### config.mk
export PLATFORM = sky130hd
export DESIGN_NAME = id_number_check_digit_validator_unit
export DESIGN_NICKNAME = d
export VERILOG_FILES = /design/src/rtl/core/idv_pkg.sv /design/src/rtl/core/idv_step.sv /design/src/rtl/core/id_number_check_digit_validator_unit.sv
export SDC_FILE = /design/constraint.sdc
export NUM_CORES = 1
export LEC_CHECK = 0
export BUFFER_PORTS_ARGS = -buffer_cell sky130_fd_sc_hd__buf_2
export CAP_MARGIN = 20
export CORE_MARGIN = 5
export CORE_UTILIZATION = 50
export CTS_CLUSTER_DIAMETER = 120
export CTS_CLUSTER_SIZE = 12
export DETAILED_ROUTE_END_ITERATION = 8
export PLACE_DENSITY = 0.68
export SYNTH_ARGS = -nofsm -noshare
export SYNTH_HDL_FRONTEND = slang
export SYNTH_SLANG_ARGS = --single-unit
### constraint.sdc
create_clock -name clk_i -period 22.9 [get_ports clk_i]
set_input_delay 4.58 -clock clk_i [delete_from_list [all_inputs] [get_ports clk_i]]
set_output_delay 4.58 -clock clk_i [all_outputs]
set_load 0.005 [all_outputs]
### src/rtl/core/idv_pkg.sv
`timescale 1ns / 1ps
`default_nettype none

package idv_pkg;

  localparam logic [7:0] CHAR_ZERO  = 8'h30;
  localparam logic [7:0] CHAR_ONE   = 8'h31;
  localparam logic [7:0] CHAR_TWO   = 8'h32;
  localparam logic [7:0] CHAR_THREE = 8'h33;
  localparam logic [7:0] CHAR_NINE  = 8'h39;
  localparam logic [7:0] CHAR_X_LC  = 8'h78;
  localparam logic [7:0] CHAR_X_UC  = 8'h58;

  localparam logic [4:0] POS_SHORT_LEN = 5'd15;
  localparam logic [4:0] POS_SHORT_END = 5'd14;
  localparam logic [4:0] POS_LONG_END  = 5'd17;
  localparam logic [4:0] POS_MAX       = 5'd19;
  localparam logic [4:0] POS_FIRST     = 5'd0;
  localparam logic [4:0] POS_MON_TENS  = 5'd8;
  localparam logic [4:0] POS_MON_UNITS = 5'd9;
  localparam logic [4:0] POS_DAY_TENS  = 5'd10;
  localparam logic [4:0] POS_DAY_UNITS = 5'd11;

  localparam logic [3:0] CHECK_TEN = 4'd10;

  typedef struct packed {
    logic [4:0] pos;
    logic [3:0] residue;
    logic       short_ok;
    logic       long_ok;
    logic       mon_one;
    logic       day_three;
  } idv_state_t;

  localparam idv_state_t STATE_RESET = '{
    pos: 5'd0, residue: 4'd0, short_ok: 1'b1, long_ok: 1'b1,
    mon_one: 1'b0, day_three: 1'b0
  };

  function automatic logic [3:0] weight_of(input logic [4:0] p);
    logic [3:0] w;
    case (p)
      5'd0, 5'd10:  w = 4'd7;
      5'd1, 5'd11:  w = 4'd9;
      5'd2, 5'd12:  w = 4'd10;
      5'd3, 5'd13:  w = 4'd5;
      5'd4, 5'd14:  w = 4'd8;
      5'd5, 5'd15:  w = 4'd4;
      5'd6, 5'd16:  w = 4'd2;
      5'd7:         w = 4'd1;
      5'd8:         w = 4'd6;
      5'd9:         w = 4'd3;
      default:      w = 4'd0;
    endcase
    return w;
  endfunction

  function automatic logic [3:0] check_of(input logic [3:0] r);
    logic [3:0] c;
    case (r)
      4'd0:    c = 4'd1;
      4'd1:    c = 4'd0;
      4'd2:    c = 4'd10;
      4'd3:    c = 4'd9;
      4'd4:    c = 4'd8;
      4'd5:    c = 4'd7;
      4'd6:    c = 4'd6;
      4'd7:    c = 4'd5;
      4'd8:    c = 4'd4;
      4'd9:    c = 4'd3;
      4'd10:   c = 4'd2;
      default: c = 4'd0;
    endcase
    return c;
  endfunction

  // Remainder by 11 for values up to 100: quotient by reciprocal 187/2048.
  function automatic logic [3:0] mod11(input logic [6:0] v);
    logic [14:0] prod;
    logic [3:0]  q;
    logic [6:0]  r;
    prod = 15'(v) * 15'd187;
    q    = prod[14:11];
    r    = v - 7'(q) * 7'd11;
    return r[3:0];
  endfunction

endpackage

`default_nettype wire

### src/rtl/core/idv_step.sv
`timescale 1ns / 1ps
`default_nettype none

module idv_step
  import idv_pkg::*;
(
  input  wire idv_state_t state_i,
  input  wire logic [7:0] char_i,
  input  wire logic       last_i,
  output idv_state_t      state_o,
  output logic            verdict_o
);

  logic       is_digit;
  logic [3:0] digit;
  logic       fits;
  logic       s_ok;
  logic       l_ok;
  logic [3:0] res;
  logic [6:0] prod;
  logic [6:0] sum;
  logic [3:0] want;
  logic       want_ok;

  assign is_digit = (char_i >= CHAR_ZERO) && (char_i <= CHAR_NINE);
  assign digit    = char_i[3:0];
  assign prod     = 7'(digit) * 7'(weight_of(state_i.pos));
  assign sum      = prod + 7'(state_i.residue);

  always_comb begin
    case (state_i.pos)
      POS_FIRST:     fits = (char_i != CHAR_ZERO);
      POS_MON_TENS:  fits = (char_i <= CHAR_ONE);
      POS_MON_UNITS: fits = !state_i.mon_one || (char_i <= CHAR_TWO);
      POS_DAY_TENS:  fits = (char_i <= CHAR_THREE);
      POS_DAY_UNITS: fits = !state_i.day_three || (char_i <= CHAR_ONE);
      default:       fits = 1'b1;
    endcase
  end

  always_comb begin
    s_ok = state_i.short_ok;
    if (state_i.pos < POS_SHORT_LEN) begin
      s_ok = state_i.short_ok && is_digit && fits;
    end
    l_ok = state_i.long_ok;
    res  = state_i.residue;
    if (state_i.pos < POS_LONG_END) begin
      if (is_digit) begin
        res = mod11(sum);
      end else begin
        l_ok = 1'b0;
      end
    end
  end

  always_comb begin
    want    = digit;
    want_ok = is_digit;
    if ((char_i == CHAR_X_LC) || (char_i == CHAR_X_UC)) begin
      want    = CHECK_TEN;
      want_ok = 1'b1;
    end
  end

  always_comb begin
    verdict_o = 1'b0;
    if (state_i.pos == POS_SHORT_END) begin
      verdict_o = s_ok;
    end else if (state_i.pos == POS_LONG_END) begin
      verdict_o = l_ok && want_ok && (check_of(res) == want);
    end
  end

  // Restart the string after its last character; otherwise advance.
  always_comb begin
    if (last_i) begin
      state_o = STATE_RESET;
    end else begin
      state_o.pos       = (state_i.pos < POS_MAX) ? state_i.pos + 5'd1 : POS_MAX;
      state_o.residue   = res;
      state_o.short_ok  = s_ok;
      state_o.long_ok   = l_ok;
      state_o.mon_one   = (state_i.pos == POS_MON_TENS) ? (char_i == CHAR_ONE)
                                                        : state_i.mon_one;
      state_o.day_three = (state_i.pos == POS_DAY_TENS) ? (char_i == CHAR_THREE)
                                                        : state_i.day_three;
    end
  end

endmodule

`default_nettype wire

### src/rtl/core/id_number_check_digit_validator_unit.sv
// Identity number validator, one ASCII character per request.
// Slave channel: s_axis_tdata carries one character, s_axis_tlast marks the
// final character of a string. Master channel: one request per string, sent
// when its last character has been processed; m_axis_tdata bit 0 is 1 when
// the string is a valid 15-character or 18-character identity number.
// A character accepted into the input register is folded into the string
// state when it leaves that register; a last character leaves it only when
// the master side is free, and its verdict then goes to the output register.
// Throughput: one character per cycle unless a last character is held up,
// set by the combinational residue multiply-add mod 11 and format compares.
// Stall: while a verdict waits on m_axis_tready, characters that do not end a
// string still flow; a second last character waits in the input register and
// s_axis_tready drops until the master side frees up.
// Reset (rst_ni low, asynchronous): both channels empty, string state back to
// position zero, residue zero, ok flags set and month and day flags clear.
`timescale 1ns / 1ps
`default_nettype none

module id_number_check_digit_validator_unit
  import idv_pkg::*;
(
  input  wire logic       clk_i,
  input  wire logic       rst_ni,
  input  wire logic       s_axis_tvalid,
  output logic            s_axis_tready,
  input  wire logic [7:0] s_axis_tdata,   // [7:0] character
  input  wire logic       s_axis_tlast,   // last
  output logic            m_axis_tvalid,
  input  wire logic       m_axis_tready,
  output logic [7:0]      m_axis_tdata    // [0] valid_res, [7:1] zero
);

  logic       in_valid_q;
  logic [7:0] in_char_q;
  logic       in_last_q;
  idv_state_t state_q;
  idv_state_t state_d;
  logic       out_valid_q;
  logic       out_res_q;
  logic       verdict;
  logic       out_free;
  logic       fire;

  assign out_free      = !out_valid_q || m_axis_tready;
  assign fire          = in_valid_q && (!in_last_q || out_free);
  assign s_axis_tready = !in_valid_q || fire;

  idv_step u_step (
    .state_i   (state_q),
    .char_i    (in_char_q),
    .last_i    (in_last_q),
    .state_o   (state_d),
    .verdict_o (verdict)
  );

  always_ff @(posedge clk_i or negedge rst_ni) begin
    if (!rst_ni) begin
      in_valid_q <= 1'b0;
    end else if (s_axis_tready) begin
      in_valid_q <= s_axis_tvalid;
    end
  end

  always_ff @(posedge clk_i) begin
    if (s_axis_tvalid && s_axis_tready) begin
      in_char_q <= s_axis_tdata;
      in_last_q <= s_axis_tlast;
    end
  end

  always_ff @(posedge clk_i or negedge rst_ni) begin
    if (!rst_ni) begin
      state_q <= STATE_RESET;
    end else if (fire) begin
      state_q <= state_d;
    end
  end

  always_ff @(posedge clk_i or negedge rst_ni) begin
    if (!rst_ni) begin
      out_valid_q <= 1'b0;
    end else if (fire && in_last_q) begin
      out_valid_q <= 1'b1;
    end else if (m_axis_tready) begin
      out_valid_q <= 1'b0;
    end
  end

  always_ff @(posedge clk_i) begin
    if (fire && in_last_q) begin
      out_res_q <= verdict;
    end
  end

  assign m_axis_tvalid = out_valid_q;
  assign m_axis_tdata  = {7'd0, out_res_q};

endmodule

`default_nettype wire

Word level (Yosys, flattened, before mapping)
Memory sizes are Yosys's and may differ from the RTL's.
Cells that the tools add are included.
{ "op_classes": {"n_addsub": 3, "reduce_logical": 25, "eq_ne": 12, "magnitude_cmp": 8, "multipliers": 3, "mux": 18} }
{ "op_table": {"columns": ["cell", "n"], "rows": [
  ["$le A8 B6 Y1 const B", 4],
  ["$eq A5 B4 Y1 const B", 5],
  ["$mux W4", 5],
  ["$eq A8 B6 Y1 const B", 2],
  ["$eq A8 B7 Y1 const B", 2],
  ["$mul A7 B8 Y15 const B", 1],
  ["$mux W13", 1],
  ["$lt A5 B5 Y1 const B", 2],
  ["$mux W1", 10],
  ["$ge A8 B6 Y1 const B", 1],
  ["$logic_and A1 B1 Y1", 8],
  ["$ne A8 B6 Y1 const B", 1],
  ["$add A7 B4 Y7", 1],
  ["$mul A4 B4 Y7", 1],
  ["$logic_or A1 B1 Y1", 6],
  ["$reduce_bool A2 Y1", 3],
  ["$add A5 B1 Y5 const B", 1],
  ["$eq A5 B5 Y1 const B", 1],
  ["$logic_not A1 Y1", 5],
  ["$logic_not A5 Y1", 1],
  ["$lt A5 B4 Y1 const B", 1],
  ["$mux W5", 1],
  ["$pmux W1 S5", 1],
  ["$eq A4 B4 Y1", 1],
  ["3 further kinds", 4]
]} }
{ "word_totals": {"memories": 2, "input_bits": 13, "romBits": 192, "register_bits": 25} }
{ "mem_list": {"columns": ["name", "depth", "word_bits", "read_ports", "rd_ports_with_merged_regs", "write_ports", "line", "text"], "rows": [
  ["(name not given)", 32, 4, 1, 0, 0, "idv_pkg.sv:42", "case (p)"],
  ["(name not given)", 16, 4, 1, 0, 0, "idv_pkg.sv:60", "case (r)"]
]} }

Logic depth before layout (Yosys ltp)
Gate-level depths: netlist of the first run.
An unclocked memory read counts as a cell.
{ "logic_depth": {"word_depth": 15, "mapped_depth": 46, "ltp_nobuf": 46} }

By module
Synthesis of the first run repeated with hierarchy kept, for this count alone.
{ "hier_totals": {"cells_unflattened": 456, "area_unflattened_um2": 4050.1} }
{ "by_module_without_submodules": {"columns": ["mod", "n_inst", "area_per_inst_um2", "seq_area_each_um2", "cells_each"], "rows": [
  ["idv_step", 1, 2816.5, 0.0, 354],
  ["id_number_check_digit_validator_unit", 1, 1233.7, 678.2, 102]
]} }

Worst setup path before layout of the first run
No wires, ideal clock.
{ "synth_timing": {"path_type": "reg-to-reg", "startpoint": "register state_q[8] (netlist bit)", "endpoint": "register out_res_q, data pin", "arrival_time_ps": 10325, "synth_period_minus_slack_ps": 10490, "t_required_ps": 22735, "setup_ps": 165, "stages_incl_launch_ff": 40, "slack_ps": 12410, "n_path_buf": 0, "path_cell_list": "dfrtp_1 inv_1 ha_1 nor2_1 a211oi_1 a311oi_1 and2_1 fa_1 fa_1 fa_1 ha_1 a21oi_1 o21bai_1 a21oi_1 xnor2_1 inv_1 ha_1 fa_1 [4 not listed] ha_1 and3_1 a221o_1 a221oi_2 xor2_2 ha_1 fa_1 inv_1 fa_1 xnor2_1 mux2i_1 mux2_2 nand2_1 or4_1 nand3b_1 xnor2_1 o2111ai_1 o31ai_2"} }
{ "synth_via": {"elab_chain_cells": 15, "word_cells_on_any_way": 29, "cone_classes": "add/sub (2); mul (3); order compare (2); eq/ne (7); mux (9); reduce/logical (4); memory (2)"} }
{ "synth_lines": {"columns": ["element", "line", "text"], "rows": [
  ["start, declared", "id_number_check_digit_validator_unit.sv:36", "idv_state_t state_q;"],
  ["start signal, assigned", "id_number_check_digit_validator_unit.sv:75", "state_q <= state_d;"],
  ["$mem_v2 Z32 W4", null, null],
  ["$mul A4 B4 Y7", "idv_step.sv:27", "assign prod = 7'(digit) * 7'(weight_of(state_i.pos));"],
  ["$add A7 B4 Y7", "idv_step.sv:28", "assign sum = prod + 7'(state_i.residue);"],
  ["$mul A7 B8 Y15", "idv_pkg.sv:82", "prod = 15'(v) * 15'd187;"],
  ["$mul A4 B4 Y4", "idv_pkg.sv:84", "r = v - 7'(q) * 7'd11;"],
  ["$sub A4 B4 Y4", "idv_pkg.sv:84", null],
  ["$mux W4", "idv_step.sv:49", "if (is_digit) begin"],
  ["$mux W4", "idv_step.sv:48", "if (state_i.pos < POS_LONG_END) begin"],
  ["$mem_v2 Z16 W4", null, null],
  ["$mux W4", "idv_step.sv:70", "end else if (state_i.pos == POS_LONG_END) begin"],
  ["$mux W4", "idv_step.sv:68", "if (state_i.pos == POS_SHORT_END) begin"],
  ["$eq A4 B4 Y1", "idv_step.sv:71", "verdict_o = l_ok && want_ok && (check_of(res) == want);"],
  ["$logic_and A1 B1 Y1", "idv_step.sv:71", null],
  ["$mux W1", "idv_step.sv:70", null],
  ["$mux W1 *", "idv_step.sv:68", null],
  ["net u_step.verdict_o", "idv_step.sv:11", "output logic verdict_o"],
  ["end signal, assigned", "id_number_check_digit_validator_unit.sv:91", "out_res_q <= verdict;"],
  ["end, declared", "id_number_check_digit_validator_unit.sv:39", "logic out_res_q;"]
]} }
Mark *: on every way through the listed nets, which the timed path passes. The rest lies on a longest branch. The select of a mux whose other input is x is not followed.
A chain may end at the register's enable or synchronous reset.

Worst setup path after layout of the first run
Same ends and word-level chain as after synthesis.

==> impl_metrics.csv, run 1 <==
group,metric,value,unit
final_layout,layout.nets,537,
global_route,grt_pass1_wl,14000,um
placed_design,dpl.hpwl,6440,um
routing,wirelength,7830,um
die,core,7610,um^2
synth,synth_cells,436,
clock_tree,cts_buffers,3,
synth,syn_area,3850,um^2
global_route,grt_usage,0.172,
synth,synthFlopType,"dfrtp_1",
worst_setup_path,cp-end-kind,"flop",
final_layout,syn_to_final_growth,4.13,%
final_layout,seq_area,678,um^2
final_layout,insertedDiodeCount,0,
worst_setup_path,path_common_cell,"fa_1",
worst_setup_path,worstSetupPathType,"reg -> reg",
synth,yosys-top-cells-area,"ha_1 (20%), fa_1 (12%), dfrtp_1 (8.5%)",
placed_design,port_buffers,15,
flow_run,maxCapViolCount,0,
global_route,grt_max_degree,19,
global_route,grt_pass1_vias,3076,
worst_setup_path,required,23.02,ns
clock_tree,holdBufCountCts,0,
sta,drv_slew,0,
sta,worst_slew_pin_slew,0.811,ns
worst_setup_path,rr_worst_depth,40,
die,start_util,0.506,
routing,wl_per_cell,14.5,um
worst_setup_path,endpoint,"out_res_q",
die,dieArea,9550,um^2
synth,yosysMostFrequentCell,"ha_1",
sta,fin_worst_skew,0.0129,ns
die,die_y,97.7,um
clock_tree,cts.clk_slew.worst_paths,0.10,ns
worst_setup_path,cp-startpoint,"state_q[8]",
clock_tree,cts_tree,"yes",
worst_setup_path,crit_slowest_cell,"fa_1",
routing,drt_iter0_drc,146,
die,rows,32,
routing,drc_errors,0,
clock_tree,clk_latency,0.28,ns
sta,min_period_over_period,0.489,
routing,dr.pass1.iters,4,
synth,synth_top_area_frac,0.195,
synth,ys_ff_latch,25,
final_layout,multi_input_area,2870,um^2
routing,drt-vias-per-instance,5.57,
synth,synth-edff-count,10,
worst_setup_path,cp.arrival,11.33,ns
sta,fmax,89.2,MHz
sta,rsz0062_at_grt,"no",
clock_tree,postCtsResizedCells,0,
worst_setup_path,critical_path.max_fanout,9,
synth,ys_seq_area_frac,0.176,
synth,yosys.area.top_type,"ha_1",
final_layout,drive_gt1_frac,0.0909,
synth,ys_warn_count,0,
synth,syn_avg_cell_area,8.83,um^2
sta,hold_violations,0,
sta,setup_viol,0,
synth,synth.distinct_cells,65,
clock_tree,postCtsSetupBuffers,0,
min_path,min_path_type,"reg -> reg",
sta,finalSetupTns,0,ns
clock_tree,clockBufferDepth,2,
final_layout,nFillCells,705,
sta,maxSlewHeadroom,0.457,
synth,yosys-top-cells-count,"ha_1 (60), inv_1 (54), nand2_1 (33)",
global_route,overflow,0,
global_route,antenna_found_initial,0,
worst_setup_path,r2r-end,"out_res_q",
sta,fin_crit,11.21,ns
synth,ys_async_sr_fraction,0.600,
clock_tree,htree_levels,1,
placed_design,place_congestion,0.974,
worst_setup_path,critPathLaunchType,"flop",
routing,vias,3018,
routing,postRouteAntennaNets,0,
clock_tree,cts-root-buf,"clkbuf_8",
status,status,"finished, final reports clean",
clock_tree,cts_sinks,25,
worst_setup_path,reg2reg_slack,11.69,ns
worst_setup_path,reg2reg_from,"state_q[8]",
worst_setup_path,max_stage_delay,0.57,ns
die,die_w,97.7,um
die,ioPinCount,23,
[state kept, by name, summed over array words and instances (netlist names)]
name           count
in_valid_q         1
in_char_q          8
state_q           13
out_res_q          1
in_last_q          1
m_axis_tvalid      1
[final cells by class]
| type | instances | share of cell area |
|---|---|---|
| inverters | 55 | 0.0515 |
| multi-input cells | 340 | 0.715 |
| well taps | 102 | 0.0318 |
| clock inverters | 1 | 0.00125 |
| clock buffers | 3 | 0.0103 |
| repair buffers | 16 | 0.0206 |
| flip-flops and latches | 25 | 0.169 |
[routing by layer]
metal | vias to the layer above | track usage | wire length [um]
met5 | - | 0 | 0
met4 | 0 | 0.0351 | 100
met3 | 9 | 0.0150 | 245
met2 | 52 | 0.306 | 3880
met1 | 1445 | 0.229 | 3610
li1 | 1512 | - | -
[worst min path at each step]
stage          startpoint    endpoint  slack [ns]  cells past startpoint
3_3_place_gp   state_q[2]  state_q[2]        0.48                      2
4_1_cts        state_q[2]  state_q[2]        0.50                      2
5_1_grt        state_q[3]  state_q[3]        0.52                      2
3_5_place_dp   state_q[2]  state_q[2]        0.48                      2
2_1_floorplan  state_q[2]  state_q[2]        0.46                      2
6_report       state_q[2]  state_q[2]        0.49                      2
[placed cells by master (no fill, tap or decap), types with 4 or more instances in the layout]
cell,count
nand2b_1,4
nor2_1,21
nand2_1,33
nand3_1,12
nand4_1,5
dfrtp_1,13
xnor2_1,15
and2_1,16
buf_2,15
o22ai_1,4
conb_1,7
a211oi_1,5
mux2i_1,7
ha_1,60
nor2b_1,7
inv_1,54
edfxtp_1,10
fa_1,23
xor2_1,7
a21o_1,4
a21oi_1,22
o21ai_0,23
[worst max-delay path, delay by kind of cell (launching register included)]
family,cells,cell delay (ns)
fa+ha+maj,14,5.96
flops,1,0.48
simple gates,5,1.00
xor+xnor,3,0.66
compound gates,9,2.02
mux,2,0.27
buf+inv,7,0.64
[stage by stage]
stage | cell area, um^2 | util | setup WS, ns | hold slack (ns) | std cells
global route | 4010 | 0.527 | 10.98 | 0.518 | 542
global placement | 3960 | 0.521 | 12.05 | 0.478 | 538
detailed placement | 3960 | 0.521 | 11.73 | 0.481 | 538
finish | 4010 | 0.527 | 11.69 | 0.494 | 542
floorplan | 3870 | - | 12.41 | 0.458 | 442
CTS | 4010 | 0.527 | 11.68 | 0.499 | 542
[cells by family (layout without fill, tap and decap cells)]
family,Yosys count,after routing,synth area share
simple gates,128,128,0.180
mux,9,9,0.0241
fa+ha+maj,83,83,0.315
compound gates,89,89,0.158
other cells,1,7,0.000974
xor+xnor,24,24,0.0605
buf+inv,77,75,0.0848
flops,25,25,0.176
Power of run 1 is left out: the tool's default activity adds up to more than one toggle a clock period on the data nets, which glitch-free logic cannot reach.
==> inputs of run 2 (changes only) <==
--- a/config.mk
+++ b/config.mk
@@ -12,7 +12,7 @@
 export CTS_CLUSTER_DIAMETER = 120
 export CTS_CLUSTER_SIZE = 12
 export DETAILED_ROUTE_END_ITERATION = 8
-export PLACE_DENSITY = 0.68
+export PLACE_DENSITY = 0.7
 export SYNTH_ARGS = -nofsm -noshare
 export SYNTH_HDL_FRONTEND = slang
 export SYNTH_SLANG_ARGS = --single-unit
==> constraint.sdc (replaced) <==
create_clock -name clk_i -period 9.64 [get_ports clk_i]
set_input_delay 1.928 -clock clk_i [delete_from_list [all_inputs] [get_ports clk_i]]
set_output_delay 1.928 -clock clk_i [all_outputs]
set_load 0.005 [all_outputs]
==> run 2 against run 1 <==
Global-route usage is 2.4 points higher; critical path depth rose by 1; worst hold slack better by 0.0042 ns; critical endpoint unchanged; fmax rose by 11%; clock skew decreased by 0.0020 ns; flip-flop and latch count did not move; the run now ends with negative setup slack left.
==> impl_metrics.csv, run 2 (synthesized netlist as in run 1, its figures left out) <==
group,metric,value,unit
final_layout,layout_commonest_cell,"buf_4",
worst_setup_path,critical_path.max_fanout,4,
status,status,"finished with violations",
clock_tree,clockBufferDepth,2,
worst_setup_path,cp.arrival,10.24,ns
sta,worst_slew_pin_slew,0.863,ns
sta,min_period_over_period,1.05,
final_layout,layout_common_cells,"buf_4 (70), ha_1 (50), inv_1 (48), nand2_1 (32)",
die,die_y,97.7,um
clock_tree,cts_sinks,25,
routing,drt-vias-per-instance,5.45,
placed_design,port_buffers,15,
clock_tree,cts.clk_slew.worst_paths,0.09,ns
sta,rsz0062_at_grt,"yes",
clock_tree,htree_levels,1,
min_path,min_path_type,"reg -> reg",
sta,final.setup.worst_slack,-0.480,ns
worst_setup_path,worstSetupPathType,"reg -> reg",
routing,vias,3335,
global_route,grt_max_degree,16,
worst_setup_path,max_stage_delay,0.55,ns
die,core,7610,um^2
sta,fin_worst_skew,0.0109,ns
die,start_util,0.506,
clock_tree,clk_latency,0.28,ns
final_layout,largest_register,"state_q",
routing,wirelength,9010,um
routing,dr.pass1.iters,4,
global_route,antenna_found_initial,0,
global_route,overflow,0,
worst_setup_path,crit_family,"adder cells",
sta,maxSlewHeadroom,0.422,
clock_tree,cts_buffers,3,
placed_design,dpl_cell_area,4510,um^2
status,violations,"negative setup slack",
global_route,grt_pass1_vias,3427,
routing,wl_per_cell,14.7,um
global_route,grt_pass1_wl,15800,um
final_layout,final-instance-count-excl-fill,612,
placed_design,dpl.hpwl,7440,um
worst_setup_path,required,9.76,ns
routing,drt_iter0_drc,109,
placed_design,place_ws,-0.656,ns
sta,fin_crit,10.12,ns
clock_tree,cts_tree,"yes",
final_layout,largest_reg_flops,13,
worst_setup_path,crit_slowest_cell,"fa_1",
final_layout,reg_top3,"state_q: 13 flops, in_char_q: 8 flops",
global_route,grt_usage,0.196,
final_layout,layout.nets,607,
sta,fmax,98.8,MHz
die,dieArea,9550,um^2
sta,setup_viol,1,
die,rows,32,
sta,drv_slew,0,
die,die_w,97.7,um
clock_tree,holdBufCountCts,0,
placed_design,place_congestion,0.871,
worst_setup_path,path_common_cell,"fa_1",
final_layout,drive_gt1_frac,0.290,
final_layout,insertedDiodeCount,0,
flow_run,maxCapViolCount,0,
routing,postRouteAntennaNets,0,
routing,drc_errors,0,
final_layout,nFillCells,647,
worst_setup_path,cp-end-kind,"flop",
worst_setup_path,path_buf_inv,6,
clock_tree,cts-root-buf,"clkbuf_8",
final_layout,post-route-cell-area,4750,um^2
sta,hold_violations,0,
worst_setup_path,critPathLaunchType,"flop",
final_layout,syn_to_final_growth,23.3,%
placed_design,dp_cells,599,
die,ioPinCount,23,
==> run 2: cell count changes in the layout (fill, tap and decap cells not counted), moves of 3 or more <==
cell     previous run  this run
buf_4               1        70
ha_1               60        50
ha_4                0         7
inv_1              54        48
xnor2_1            15         9
xnor2_2             0         6
a21oi_1            22        17
a21oi_2             0         5
inv_2               1         6
ha_2                0         3
==> run 2: per-layer routing <==
layer  part of all wire  GRT usage
met1               0.45      0.254
met2               0.51      0.354
met3              0.022     0.0179
met5                  0          0
met4              0.014     0.0437
==> run 2: what timing repair did <==
item / 4_1_cts / 5_1_grt
resized for setup: 8 / 15
pin swaps: 5 / 16
endpoints found under the setup margin: 2 / 2
endpoints found under the hold margin: 0 / 0
setup buffers: 5 / 5
==> run 2: layout make-up <==
class | count | area, um^2 | area share
flip-flops and latches | 25 | 681 | 0.143
repair buffers | 86 | 612 | 0.129
clock buffers | 4 | 45.0 | 0.00949
well taps | 102 | 128 | 0.0269
inverters | 55 | 209 | 0.0440
multi-input cells | 340 | 3070 | 0.647
==> run 2: path summary, 6_finish.rpt <==
check / startpoint / end / slack [ns] / cells past startpoint
max: state_q[8] / out_res_q / -0.48 / 41
min in group asynchronous: rst_ni / state_q[7] / 1.54 / 1
min: state_q[2] / state_q[2] / 0.50 / 2
max reg2reg: state_q[8] / out_res_q / -0.48 / 41
max in group asynchronous: rst_ni / state_q[2] / 7.80 / 1
min reg2reg: state_q[2] / state_q[2] / 0.50 / 2
==> run 2: worst reg2reg max path: cells and delay by family (launching register included) <==
kind	cells	cell delay, ns
XOR/XNOR	3	0.64
buffers and inverters	6	0.56
AND/OR/NAND/NOR	5	0.89
flip-flops	1	0.44
multiplexers	2	0.23
adder cells (fa/ha/maj)	14	5.28
AO/OA/AOI/OAI	11	1.93
==> run 2: per-stage QoR <==
| step | hold slack [ns] | util | TNS [ns] |
|---|---|---|---|
| final | 0.499 | 0.624 | -0.480 |
| after CTS | 0.494 | 0.611 | -0.491 |
| after global routing | 0.509 | 0.624 | -0.979 |
| after global placement | 0.469 | 0.593 | -0.475 |
| after floorplan | 0.458 | - | -0.183 |
| after detailed placement | 0.482 | 0.593 | -0.754 |
Power of run 2 is left out for the same reason.
